### src/rtl/cpd_pkg.sv
// ----------------------------------------------------------------------------
// cpd_pkg: shared types, constants and functions of the packet deframer
// Holds the parser phase encoding, the frame byte codes, the result word
// layout and the bytewise CRC-16/MAXIM update.
// ----------------------------------------------------------------------------
`default_nettype none

package cpd_pkg;

    localparam logic [7:0]  HDR_BYTE   = 8'hE6;
    localparam logic [7:0]  TAIL_BYTE  = 8'h6E;
    localparam logic [15:0] POLY_REFL  = 16'hA001;  // 0x8005 bit-reversed
    localparam logic [15:0] CRC_INIT   = 16'h0000;
    localparam logic [15:0] CRC_XOROUT = 16'hFFFF;

    localparam int unsigned OUT_TDATA_W = 56;

    localparam logic        KIND_PAYLOAD   = 1'b0;
    localparam logic        KIND_FRAME_END = 1'b1;

    localparam logic [1:0]  STATUS_OK      = 2'd0;
    localparam logic [1:0]  STATUS_TAIL    = 2'd1;
    localparam logic [1:0]  STATUS_CRC     = 2'd2;

    typedef enum logic [3:0] {
        PH_HUNT    = 4'd0,
        PH_SEQ_HI  = 4'd1,
        PH_SEQ_LO  = 4'd2,
        PH_CMD     = 4'd3,
        PH_LEN_HI  = 4'd4,
        PH_LEN_LO  = 4'd5,
        PH_PAYLOAD = 4'd6,
        PH_CRC_HI  = 4'd7,
        PH_CRC_LO  = 4'd8,
        PH_TAIL1   = 4'd9,
        PH_TAIL2   = 4'd10
    } phase_t;

    typedef struct packed {
        logic        out_kind;
        logic [7:0]  payload_byte;
        logic [1:0]  frame_status;
        logic        crc_match;
        logic [15:0] sequence_id;
        logic [7:0]  command_code;
        logic [15:0] payload_length;
    } result_t;

    // One byte of reflected CRC-16, eight bit steps unrolled.
    function automatic logic [15:0] crc16_byte(input logic [15:0] crc_in,
                                               input logic [7:0]  data);
        logic [15:0] crc;
        crc = crc_in ^ {8'h00, data};
        for (int i = 0; i < 8; i++) begin
            if (crc[0]) begin
                crc = (crc >> 1) ^ POLY_REFL;
            end else begin
                crc = crc >> 1;
            end
        end
        return crc;
    endfunction

endpackage

`default_nettype wire

### src/rtl/cpd_parser.sv
// ----------------------------------------------------------------------------
// cpd_parser: frame parser state machine
// Walks the header, fields, payload, checksum and tail one byte per cycle while
// byte_valid is high and forms at most one result for each byte it is handed.
// ----------------------------------------------------------------------------
`default_nettype none

module cpd_parser
    import cpd_pkg::*;
(
    input  wire logic       aclk,
    input  wire logic       aresetn,
    input  wire logic       byte_valid,
    input  wire logic [7:0] rx_byte,
    input  wire logic       crc_enforce,
    output logic            res_valid,
    output result_t         res
);

    phase_t      phase_reg,        phase_next;
    logic        saw_hdr_reg,      saw_hdr_next;
    logic [15:0] seq_reg,          seq_next;
    logic [7:0]  cmd_reg,          cmd_next;
    logic [15:0] len_reg,          len_next;
    logic [15:0] count_reg,        count_next;
    logic [15:0] crc_reg,          crc_next;
    logic [15:0] rx_crc_reg,       rx_crc_next;
    logic        tail1_ok_reg,     tail1_ok_next;

    logic [15:0] crc_upd;
    logic [15:0] count_inc;
    logic        tail_ok;
    logic        match;

    assign crc_upd   = crc16_byte(crc_reg, rx_byte);
    assign count_inc = count_reg + 16'd1;
    assign tail_ok   = tail1_ok_reg && (rx_byte == TAIL_BYTE);
    assign match     = (rx_crc_reg == (crc_reg ^ CRC_XOROUT));

    always_ff @(posedge aclk) begin
        if (!aresetn) begin
            phase_reg    <= PH_HUNT;
            saw_hdr_reg  <= 1'b0;
            seq_reg      <= '0;
            cmd_reg      <= '0;
            len_reg      <= '0;
            count_reg    <= '0;
            crc_reg      <= CRC_INIT;
            rx_crc_reg   <= '0;
            tail1_ok_reg <= 1'b0;
        end else if (byte_valid) begin
            phase_reg    <= phase_next;
            saw_hdr_reg  <= saw_hdr_next;
            seq_reg      <= seq_next;
            cmd_reg      <= cmd_next;
            len_reg      <= len_next;
            count_reg    <= count_next;
            crc_reg      <= crc_next;
            rx_crc_reg   <= rx_crc_next;
            tail1_ok_reg <= tail1_ok_next;
        end
    end

    always_comb begin
        phase_next    = phase_reg;
        saw_hdr_next  = saw_hdr_reg;
        seq_next      = seq_reg;
        cmd_next      = cmd_reg;
        len_next      = len_reg;
        count_next    = count_reg;
        crc_next      = crc_reg;
        rx_crc_next   = rx_crc_reg;
        tail1_ok_next = tail1_ok_reg;

        res_valid          = 1'b0;
        res.out_kind       = KIND_PAYLOAD;
        res.payload_byte   = 8'h00;
        res.frame_status   = STATUS_OK;
        res.crc_match      = 1'b0;
        res.sequence_id    = seq_reg;
        res.command_code   = cmd_reg;
        res.payload_length = len_reg;

        unique case (phase_reg)
            PH_SEQ_HI: begin
                seq_next   = {rx_byte, 8'h00};
                crc_next   = crc_upd;
                phase_next = PH_SEQ_LO;
            end
            PH_SEQ_LO: begin
                seq_next   = {seq_reg[15:8], rx_byte};
                crc_next   = crc_upd;
                phase_next = PH_CMD;
            end
            PH_CMD: begin
                cmd_next   = rx_byte;
                crc_next   = crc_upd;
                phase_next = PH_LEN_HI;
            end
            PH_LEN_HI: begin
                len_next   = {rx_byte, 8'h00};
                crc_next   = crc_upd;
                phase_next = PH_LEN_LO;
            end
            PH_LEN_LO: begin
                len_next   = {len_reg[15:8], rx_byte};
                crc_next   = crc_upd;
                count_next = '0;
                // An empty payload goes straight on to the checksum.
                phase_next = ({len_reg[15:8], rx_byte} == 16'd0) ? PH_CRC_HI : PH_PAYLOAD;
            end
            PH_PAYLOAD: begin
                crc_next   = crc_upd;
                count_next = count_inc;
                if (count_inc == len_reg) begin
                    phase_next = PH_CRC_HI;
                end
                res_valid        = 1'b1;
                res.payload_byte = rx_byte;
            end
            PH_CRC_HI: begin
                rx_crc_next = {rx_byte, 8'h00};
                phase_next  = PH_CRC_LO;
            end
            PH_CRC_LO: begin
                rx_crc_next = {rx_crc_reg[15:8], rx_byte};
                phase_next  = PH_TAIL1;
            end
            PH_TAIL1: begin
                tail1_ok_next = (rx_byte == TAIL_BYTE);
                phase_next    = PH_TAIL2;
            end
            PH_TAIL2: begin
                res_valid     = 1'b1;
                res.out_kind  = KIND_FRAME_END;
                res.crc_match = match;
                // A bad tail outranks a checksum mismatch.
                if (!tail_ok) begin
                    res.frame_status = STATUS_TAIL;
                end else if (crc_enforce && !match) begin
                    res.frame_status = STATUS_CRC;
                end
                phase_next   = PH_HUNT;
                saw_hdr_next = 1'b0;
            end
            default: begin
                if ((rx_byte == HDR_BYTE) && saw_hdr_reg) begin
                    saw_hdr_next = 1'b0;
                    crc_next     = CRC_INIT;
                    count_next   = '0;
                    phase_next   = PH_SEQ_HI;
                end else begin
                    saw_hdr_next = (rx_byte == HDR_BYTE);
                    phase_next   = PH_HUNT;
                end
            end
        endcase
    end

endmodule

`default_nettype wire

### src/rtl/cpd_out_buf.sv
// ----------------------------------------------------------------------------
// cpd_out_buf: result register with skid stage
// Holds finished results for the output channel so that the input side
// can still hand over one more result after the output stalls.
// ----------------------------------------------------------------------------
`default_nettype none

module cpd_out_buf
    import cpd_pkg::*;
(
    input  wire logic    aclk,
    input  wire logic    aresetn,
    input  wire logic    push,
    input  var  result_t push_data,
    output logic         push_ready,
    output logic         out_valid,
    output result_t      out_data,
    input  wire logic    out_ready
);

    logic    main_valid_reg, main_valid_next;
    logic    skid_valid_reg, skid_valid_next;
    result_t main_reg,       main_next;
    result_t skid_reg,       skid_next;

    assign push_ready = !skid_valid_reg;
    assign out_valid  = main_valid_reg;
    assign out_data   = main_reg;

    always_ff @(posedge aclk) begin
        if (!aresetn) begin
            main_valid_reg <= 1'b0;
            skid_valid_reg <= 1'b0;
        end else begin
            main_valid_reg <= main_valid_next;
            skid_valid_reg <= skid_valid_next;
        end
        main_reg <= main_next;
        skid_reg <= skid_next;
    end

    always_comb begin
        main_valid_next = main_valid_reg;
        skid_valid_next = skid_valid_reg;
        main_next       = main_reg;
        skid_next       = skid_reg;
        if (!main_valid_reg || out_ready) begin
            if (skid_valid_reg) begin
                main_next       = skid_reg;
                main_valid_next = 1'b1;
                skid_valid_next = 1'b0;
            end else begin
                main_next       = push_data;
                main_valid_next = push;
            end
        end else if (push) begin
            skid_next       = push_data;
            skid_valid_next = 1'b1;
        end
    end

endmodule

`default_nettype wire

### src/rtl/crc16_framed_packet_deframer.sv
// ----------------------------------------------------------------------------
// crc16_framed_packet_deframer: CRC-16/MAXIM framed packet deframer
// Parses E6 E6 framed packets from a received byte stream, passes payload
// bytes out and reports one frame-end word per frame with its status.
// ----------------------------------------------------------------------------
//
//  Channel   Ports        Width  Contents
//  --------  -----------  -----  -------------------------------------------
//  input     s_axis_*     8      one received byte per word
//  output    m_axis_*     56+1   payload byte or frame-end report, kind in tuser
//  config    cfg_wr_*     1      crc_enforce, written while idle
//
//  Each accepted byte is handled in the cycle it is taken: the parser state
//  machine and the unrolled CRC byte update sit between the parser registers
//  and the result register, so one byte is taken every cycle while
//  s_axis_tready is high; results wait in the skid stage while the output stalls.
//  s_axis_tready drops only when both the result register and the skid stage
//  hold words, i.e. once a result has had to wait in the skid stage.
//  aresetn is synchronous and active low; it returns the parser to header
//  hunting, empties the output stage and clears crc_enforce.
//
// ----------------------------------------------------------------------------
`default_nettype none

module crc16_framed_packet_deframer
    import cpd_pkg::*;
(
    input  wire logic                   aclk,
    input  wire logic                   aresetn,

    input  wire logic                   s_axis_tvalid,
    output logic                        s_axis_tready,
    // [7:0] rx_byte
    input  wire logic [7:0]             s_axis_tdata,

    output logic                        m_axis_tvalid,
    input  wire logic                   m_axis_tready,
    // [7:0] payload_byte, [9:8] frame_status, [10] crc_match,
    // [26:11] sequence_id, [34:27] command_code, [50:35] payload_length,
    // [55:51] zero
    output logic [OUT_TDATA_W-1:0]      m_axis_tdata,
    // [0] out_kind: 0 payload byte, 1 frame end
    output logic                        m_axis_tuser,

    input  wire logic                   cfg_wr_en,
    input  wire logic                   cfg_wr_data
);

    logic    crc_enforce_reg;
    logic    byte_accept;
    logic    res_valid;
    result_t res;
    result_t out_word;

    // The user must change the enforcement bit only while no frame is in flight; the block does not enforce it.
    always_ff @(posedge aclk) begin
        if (!aresetn) begin
            crc_enforce_reg <= 1'b0;
        end else if (cfg_wr_en) begin
            crc_enforce_reg <= cfg_wr_data;
        end
    end

    assign byte_accept = s_axis_tvalid && s_axis_tready;

    cpd_parser u_parser (
        .aclk        (aclk),
        .aresetn     (aresetn),
        .byte_valid  (byte_accept),
        .rx_byte     (s_axis_tdata),
        .crc_enforce (crc_enforce_reg),
        .res_valid   (res_valid),
        .res         (res)
    );

    // A result is only produced for an accepted byte.
    cpd_out_buf u_out_buf (
        .aclk       (aclk),
        .aresetn    (aresetn),
        .push       (byte_accept && res_valid),
        .push_data  (res),
        .push_ready (s_axis_tready),
        .out_valid  (m_axis_tvalid),
        .out_data   (out_word),
        .out_ready  (m_axis_tready)
    );

    assign m_axis_tuser = out_word.out_kind;
    assign m_axis_tdata = {5'b00000,
                           out_word.payload_length,
                           out_word.command_code,
                           out_word.sequence_id,
                           out_word.crc_match,
                           out_word.frame_status,
                           out_word.payload_byte};

endmodule

`default_nettype wire

### config.mk
export PLATFORM = sky130hd
export DESIGN_NAME = crc16_framed_packet_deframer
export DESIGN_NICKNAME = d
export VERILOG_FILES = /design/src/rtl/cpd_pkg.sv /design/src/rtl/cpd_parser.sv /design/src/rtl/cpd_out_buf.sv /design/src/rtl/crc16_framed_packet_deframer.sv
export SDC_FILE = /design/constraint.sdc
export NUM_CORES = 1
export LEC_CHECK = 0
export BUFFER_PORTS_ARGS = -buffer_cell sky130_fd_sc_hd__buf_2
export CAP_MARGIN = 20
export CORE_ASPECT_RATIO = 1.4
export CORE_MARGIN = 4
export CORE_UTILIZATION = 35
export DETAILED_ROUTE_END_ITERATION = 7
export HOLD_SLACK_MARGIN = 0.08
export PLACE_DENSITY_LB_ADDON = 0.08
export SYNTH_ARGS = -nofsm -noshare
export SYNTH_HDL_FRONTEND = slang
export SYNTH_SLANG_ARGS = --single-unit
### constraint.sdc
create_clock -name aclk -period 10.5 [get_ports aclk]
set_input_delay 0.525 -clock aclk [delete_from_list [all_inputs] [get_ports aclk]]
set_output_delay 0.525 -clock aclk [all_outputs]
set_load 0.005 [all_outputs]
==> impl_results.md, run 1 <==
- Status: finished, final reports clean
- Switch Pwr: 357 uW
- Worst-Skew Late Latency: 0.50 ns
- Global-route wire length before repair: 34100 um
- Skew final: 0.0120 ns
- Final setup fails: 0
- Compound-Gate Fraction of Synth Area: 9.83%
- DP HPWL: 14500 um
- Crit end category: register
- Worst min path class: primary input to register
- Area share of the largest cell type after synthesis: 35.1%
- Final Routed Wirelength: 21600 um
- Sequential power share: 50.8%
- H-tree lvl count: 1
- Fraction of layout cells with a size suffix above 1: 20.0%
- CP endpoint: u_out_buf.skid_reg[4]
- Syn_area_per_cell: 11.4 um2
- Setup total negative slack: 0 ns
- Clock buffer count from CTS: 21
- Final antenna diode count: 0
- Reg2reg start: u_parser.phase_reg[3]
- Mux contribution to synthesized area: 8.74%
- Min cycle time layout: 2.80 ns
- Cell count after synthesis: 782
- Distinct cells, synth: 58
- Place WS: 7.72 ns
- Post-layout nets: 840
- CTS hold repair buffers: 0
- Int Power: 1290 uW
- Power Density: 163 nW/um2
- Arr. time, crit path: 2.92 ns
- Clock net sink count: 201
- Avg WL per Cell: 18.7 um
- TritonRoute pass-1 iters: 4
- Largest family of logic cells by synthesized area: simple AND/OR/NAND/NOR gates
- R2r setup slk: 7.70 ns
- Leak: 0.00409 uW
- Initial antenna violation count: 0
- Placer Congestion: 0.828
- Vias in the first global route: 5984
- R2r endpoint: u_out_buf.skid_reg[4]
- Clk root buf: clkbuf_16
- Logic pwr share: 4.8%
- Worst Path Class, Setup: register to register
- Placed cell area: 9440 um2
- CP Data Required Time: 10.63 ns
- Clock-pin slew on the worst setup and hold paths: 0.06 ns
- CTS tree: done
- GR Util All Layers: 15.2%
- Setup crit start kind: register
- Period utilization: 26.6%
- Fmax: 358 MHz
- Max IR drop VDD: 91.9 uV
- Site Rows: 68
- Horiz. Die Dim: 143 um
- Die height: 197 um
- Core ar.: 24800 um2
- Switching share of total power: 21.7%
- Final ANT Viol Nets: 0
- DR vias/cell: 5.20
- Total area of sequential cells: 5070 um2
- Worst r2r path cells: 5
- Post-placement cell count: 1117
- Most frequent cells in the layout: edfxtp_1 (104), dfxtp_1 (96), buf_2 (67), nand2_1 (61), mux2_2 (53)
- Xor and xnor fraction of the mapped netlist area: 6.15%
- Detailed Route Iter0 Violations: 337
- Non-filler instance count after layout: 1155
- Hold_ws: 0.284 ns
- Port Buffers: 67
- Number of buffers added for setup after CTS: 0
- Setup slack after layout: 7.70 ns
- Fillers: 2433
- Crit path launch: u_parser.phase_reg[3]
- Largest net degree at the start of global routing: 73
- Grt total ovfl: 0
- Ys Warns: 0
- Die Footprint: 28100 um2
- Worst-Margin Slew: 0.992 ns
- Area of the multi-input gates: 3580 um2
- RSZ-0062 raised after global routing: no
- Largest buffer count on any clock path: 3
- Synth Register Bits: 201
- # DRC: 0
- Final slew viol count: 0
- Post-CTS Resized: 0
- CP max FO: 52
- Seq/Total Area, Yosys: 56.9%
- Post-Syn Area: 8890 um2
- Final hold vios: 0
- Clock power frac: 44.4%
- Max-cap violation count: 0
- Ys flop type: edfxtp_1
- I/O pin cnt: 73
- Rel. slew slack: 33.7%
- Design Area, Final: 10100 um2
- Leading area contributor after synthesis: edfxtp_1
- Leading cell type in the layout, fill and taps excluded: edfxtp_1
- Synth area leaders: edfxtp_1 (35%), dfxtp_1 (22%), mux2_2 (6.7%), xor2_1 (3.6%), nor2b_1 (3.3%)
- Post-Synth Adder-Cell Area: 0.141%
- Area grow syn2layout: 13.6%
- Async SR Flop Fraction: 0%
- Via count: 6001
- Post-synth EDFFs: 104
- Post-Synth Simple-Gate Area: 15.0%
- Initial Util: 35.8%
==> power by group through the flow <==
| stage | Clock, uW | Combinational (uW) | Sequential, uW |
|---|---|---|---|
| floorplan | 0 | 59.8 | 849 |
| global placement | 0 | 79.2 | 852 |
| detailed placement | 0 | 80.2 | 852 |
| CTS | 753 | 80.6 | 835 |
| global route | 783 | 87.5 | 835 |
| finish | 730 | 79.5 | 835 |
==> cells by family after synthesis <==
| group | Yosys count |
|---|---|
| adders and majority gates | 1 |
| xor gates and xnor gates | 60 |
| AOI/OAI and AO/OA | 131 |
| buffers and inverters | 61 |
| other | 1 |
| DFF | 201 |
| muxes | 71 |
| and+or+nand+nor | 256 |
==> synth_stat cells (3+ instances only) <==
master,n
nand2_1,61
xor2_1,37
a21boi_0,17
dfxtp_1,97
nand3_1,29
mux2_2,53
nand2b_1,3
o21ai_0,22
a21oi_1,29
a31oi_1,3
nor3_1,9
buf_2,8
clkbuf_1,36
xnor2_1,21
and3_1,7
or3_1,7
a22oi_1,32
nor2b_1,47
nor4_1,4
nand3b_1,3
nand4_1,13
nand4b_1,3
nor2_1,44
and2_1,15
a41oi_1,3
a21boi_1,6
o22ai_1,3
and4_1,3
buf_4,9
mux2i_1,18
inv_1,3
edfxtp_1,104
o21ai_1,3
==> layer usage <==
layer | track usage (%) | wire length (um) | up-vias
li1 | - | - | 2904
met4 | 4.37 | 466 | 0
met2 | 26.9 | 10900 | 145
met1 | 19.4 | 9300 | 2921
met3 | 2.04 | 876 | 31
met5 | 0 | 0 | -
==> final cells by class <==
cell class	instances	share of cell area (%)
Clock buffer	29	5.60
Clock inverter	9	0.991
Inverter	4	0.149
Multi-Input combinational cell	524	35.4
Sequential cell	201	50.2
Tap cell	315	3.90
Timing Repair Buffer	73	3.77
==> critical path: stages, from the launching register on <==
cell	delay, ns
dfxtp_1	0.49
nor2_1	0.42
and3_1	0.62
nor2_1	0.11
nor3_2	0.16
buf_4	0.57
==> metrics by stage <==
step	util, %	total power, uW
finish	40.7	1640
global route	40.7	1710
CTS	40.7	1670
detailed placement	38.0	932
global placement	38.0	931
floorplan	-	908
==> worst min-delay path by stage <==
stage | startpoint | to | slack (ns) | cells after the start
after floorplan | u_parser.cmd_reg[0] | u_out_buf.skid_reg[16] | 0.43 | 0
after global routing | cfg_wr_data | crc_enforce_reg | 0.28 | 3
final | cfg_wr_data | crc_enforce_reg | 0.28 | 3
after CTS | cfg_wr_data | crc_enforce_reg | 0.27 | 3
after detailed placement | u_parser.seq_reg[8] | u_out_buf.skid_reg[32] | 0.45 | 0
after global placement | u_parser.seq_reg[14] | u_out_buf.skid_reg[38] | 0.44 | 0
No activity file was read; power rests on OpenSTA's default activity.
==> inputs of run 2 (changes only) <==
clock period = 2.85 ns   (was 10.5 ns; I/O delays follow)
==> impl_results.md, run 2 (synthesis gave the netlist of run 1 again) <==
- Leading cell type in the layout, fill and taps excluded: edfxtp_1
- Design Area, Final: 10500 um2
- Min-Delay Endpoint: u_parser.saw_hdr_reg
- Post-layout nets: 868
- GRT busiest layer: met2
- Setup crit start kind: register
- Area of the multi-input gates: 3580 um2
- Initial antenna violation count: 0
- CP max FO: 8
- Worst-Margin Slew: 0.663 ns
- Leak: 0.00427 uW
- Clk root buf: clkbuf_16
- Die Footprint: 28100 um2
- TritonRoute pass-1 iters: 4
- Final Core Density: 42.1%
- Clock-pin slew on the worst setup and hold paths: 0.06 ns
- # DRC: 0
- Final antenna diode count: 0
- Final slew viol count: 0
- Number of buffers added for setup after CTS: 0
- Worst Path Class, Setup: register to register
- Clock net sink count: 201
- Largest buffer count on any clock path: 3
- Placed cell area: 9610 um2
- Grt met3 use: 1.94%
- RSZ-0062 raised after global routing: no
- Crit-path cells: ha_1 -> and3_2 -> and4_4 -> nor2_1 -> a2111oi_2 -> nand3_1 -> or3_1 -> a31oi_1
- R2r setup slk: 0.27 ns
- Fmax: 388 MHz
- Final Routed Wirelength: 21600 um
- Core ar.: 24800 um2
- Final setup fails: 0
- Global-route wire length before repair: 34100 um
- Met2 Use GR: 26.0%
- Horiz. Die Dim: 143 um
- Final hold vios: 0
- Vias in the first global route: 6035
- Die height: 197 um
- Grt total ovfl: 0
- Crit end category: register
- Arr. time, crit path: 2.98 ns
- Fillers: 2414
- Placer Congestion: 0.856
- DP HPWL: 14700 um
- Worst-Skew Late Latency: 0.50 ns
- Most frequent cells in the layout: edfxtp_1 (104), dfxtp_1 (95), buf_2 (67), nand2_1 (61), mux2_2 (53)
- Worst r2r path cells: 8
- Initial Util: 35.8%
- Min cycle time layout: 2.58 ns
- Setup total negative slack: 0 ns
- Skew final: 0.0147 ns
- CP Data Required Time: 3.25 ns
- Total area of sequential cells: 5070 um2
- Period utilization: 90.4%
- Worst min path class: primary input to register
- Reg2reg start: u_parser.count_reg[0]
- Status: finished, final reports clean
- GR Util All Layers: 15.2%
- Hold path start: s_axis_tdata[7]
- H-tree lvl count: 1
- Rel. slew slack: 55.8%
- Detailed Route Iter0 Violations: 253
- GRT met1 Usage: 20.4%
- Max IR drop VDD: 419 uV
- Clock buffer count from CTS: 21
- WHS Path Cells: 4
- Max-cap violation count: 0
- I/O pin cnt: 73
- Setup slack after layout: 0.273 ns
- Largest net degree at the start of global routing: 53
- Worst path max stage delay: 0.45 ns
- Port Buffers: 67
- Worst-path cell with the longest stage delay: dfxtp_1
- Via count: 6028
- Power Density: 615 nW/um2
- Avg WL per Cell: 18.2 um
- DR vias/cell: 5.10
- Area grow syn2layout: 17.5%
- Fraction of layout cells with a size suffix above 1: 22.5%
- Site Rows: 68
- CTS tree: done
- Place WS: 0.203 ns
- Final ANT Viol Nets: 0
- R2r endpoint: u_parser.phase_reg[0]
## run 2: cell count changes in the layout (fill, tap and decap cells not counted), moves of 3 or more
cell           delta
bufinv_16         +4
clkbuf_1          -3
buf_4            +19
dlygate4sd3_1     +8
## run 2: power by group
| part | total (uW) | switching [uW] | internal [uW] |
|---|---|---|---|
| Clock | 3040 | 1130 | 1910 |
| Sequential | 3070 | 29.5 | 3040 |
| Combinational | 315 | 179 | 136 |
| Total | 6430 | 1340 | 5090 |
## run 2: layer usage
layer	part of all wire [%]	vias up
li1	-	2952
met1	46	2940
met2	49	111
met3	3.9	25
met4	1.5	0
met5	0	-
## run 2: stage by stage
step	hold WS [ns]	total power, uW	std cells
after detailed placement	0.421	3450	1137
final	0.115	6430	1183
after global routing	0.121	6660	1183
after CTS	0.0981	6530	1183
after floorplan	0.312	3350	786
after global placement	0.401	3440	1137
## run 2: worst max-delay path by stage
stage                     startpoint               endpoint  slack (ns)  cells past startpoint
2_1_floorplan    u_out_buf.out_valid  u_out_buf.skid_reg[0]       -0.29                      3
3_3_place_gp   u_parser.count_reg[0]  u_parser.phase_reg[0]        0.27                      8
3_5_place_dp   u_parser.count_reg[0]  u_parser.phase_reg[0]        0.20                      8
4_1_cts        u_parser.count_reg[0]  u_parser.phase_reg[0]        0.18                      8
5_1_grt        u_parser.count_reg[0]  u_parser.phase_reg[0]        0.07                      8
6_report       u_parser.count_reg[0]  u_parser.phase_reg[0]        0.27                      8
## run 2: final cells by class
class                   instances  area share (%)
flip-flops and latches        201            48.5
repair buffers                101            5.96
clock buffers                  25            5.17
multi-input cells             524            34.3
well taps                     315            3.77
inverters                       4           0.180
clock inverters                13            2.14
## run 2: repair_timing
action                                  CTS  global route
hold endpoints to repair                  7             0
hold buffers                              8             0
gates resized for setup                   0             1
endpoints found under the setup margin    0             1
## run 2: critical path: cells and delay by family, from the launching register on
kind	cells	cell delay, ns
AO/OA/AOI/OAI	2	0.47
adder cells (fa/ha/maj)	1	0.34
flip-flops	1	0.45
AND/OR/NAND/NOR	5	1.23
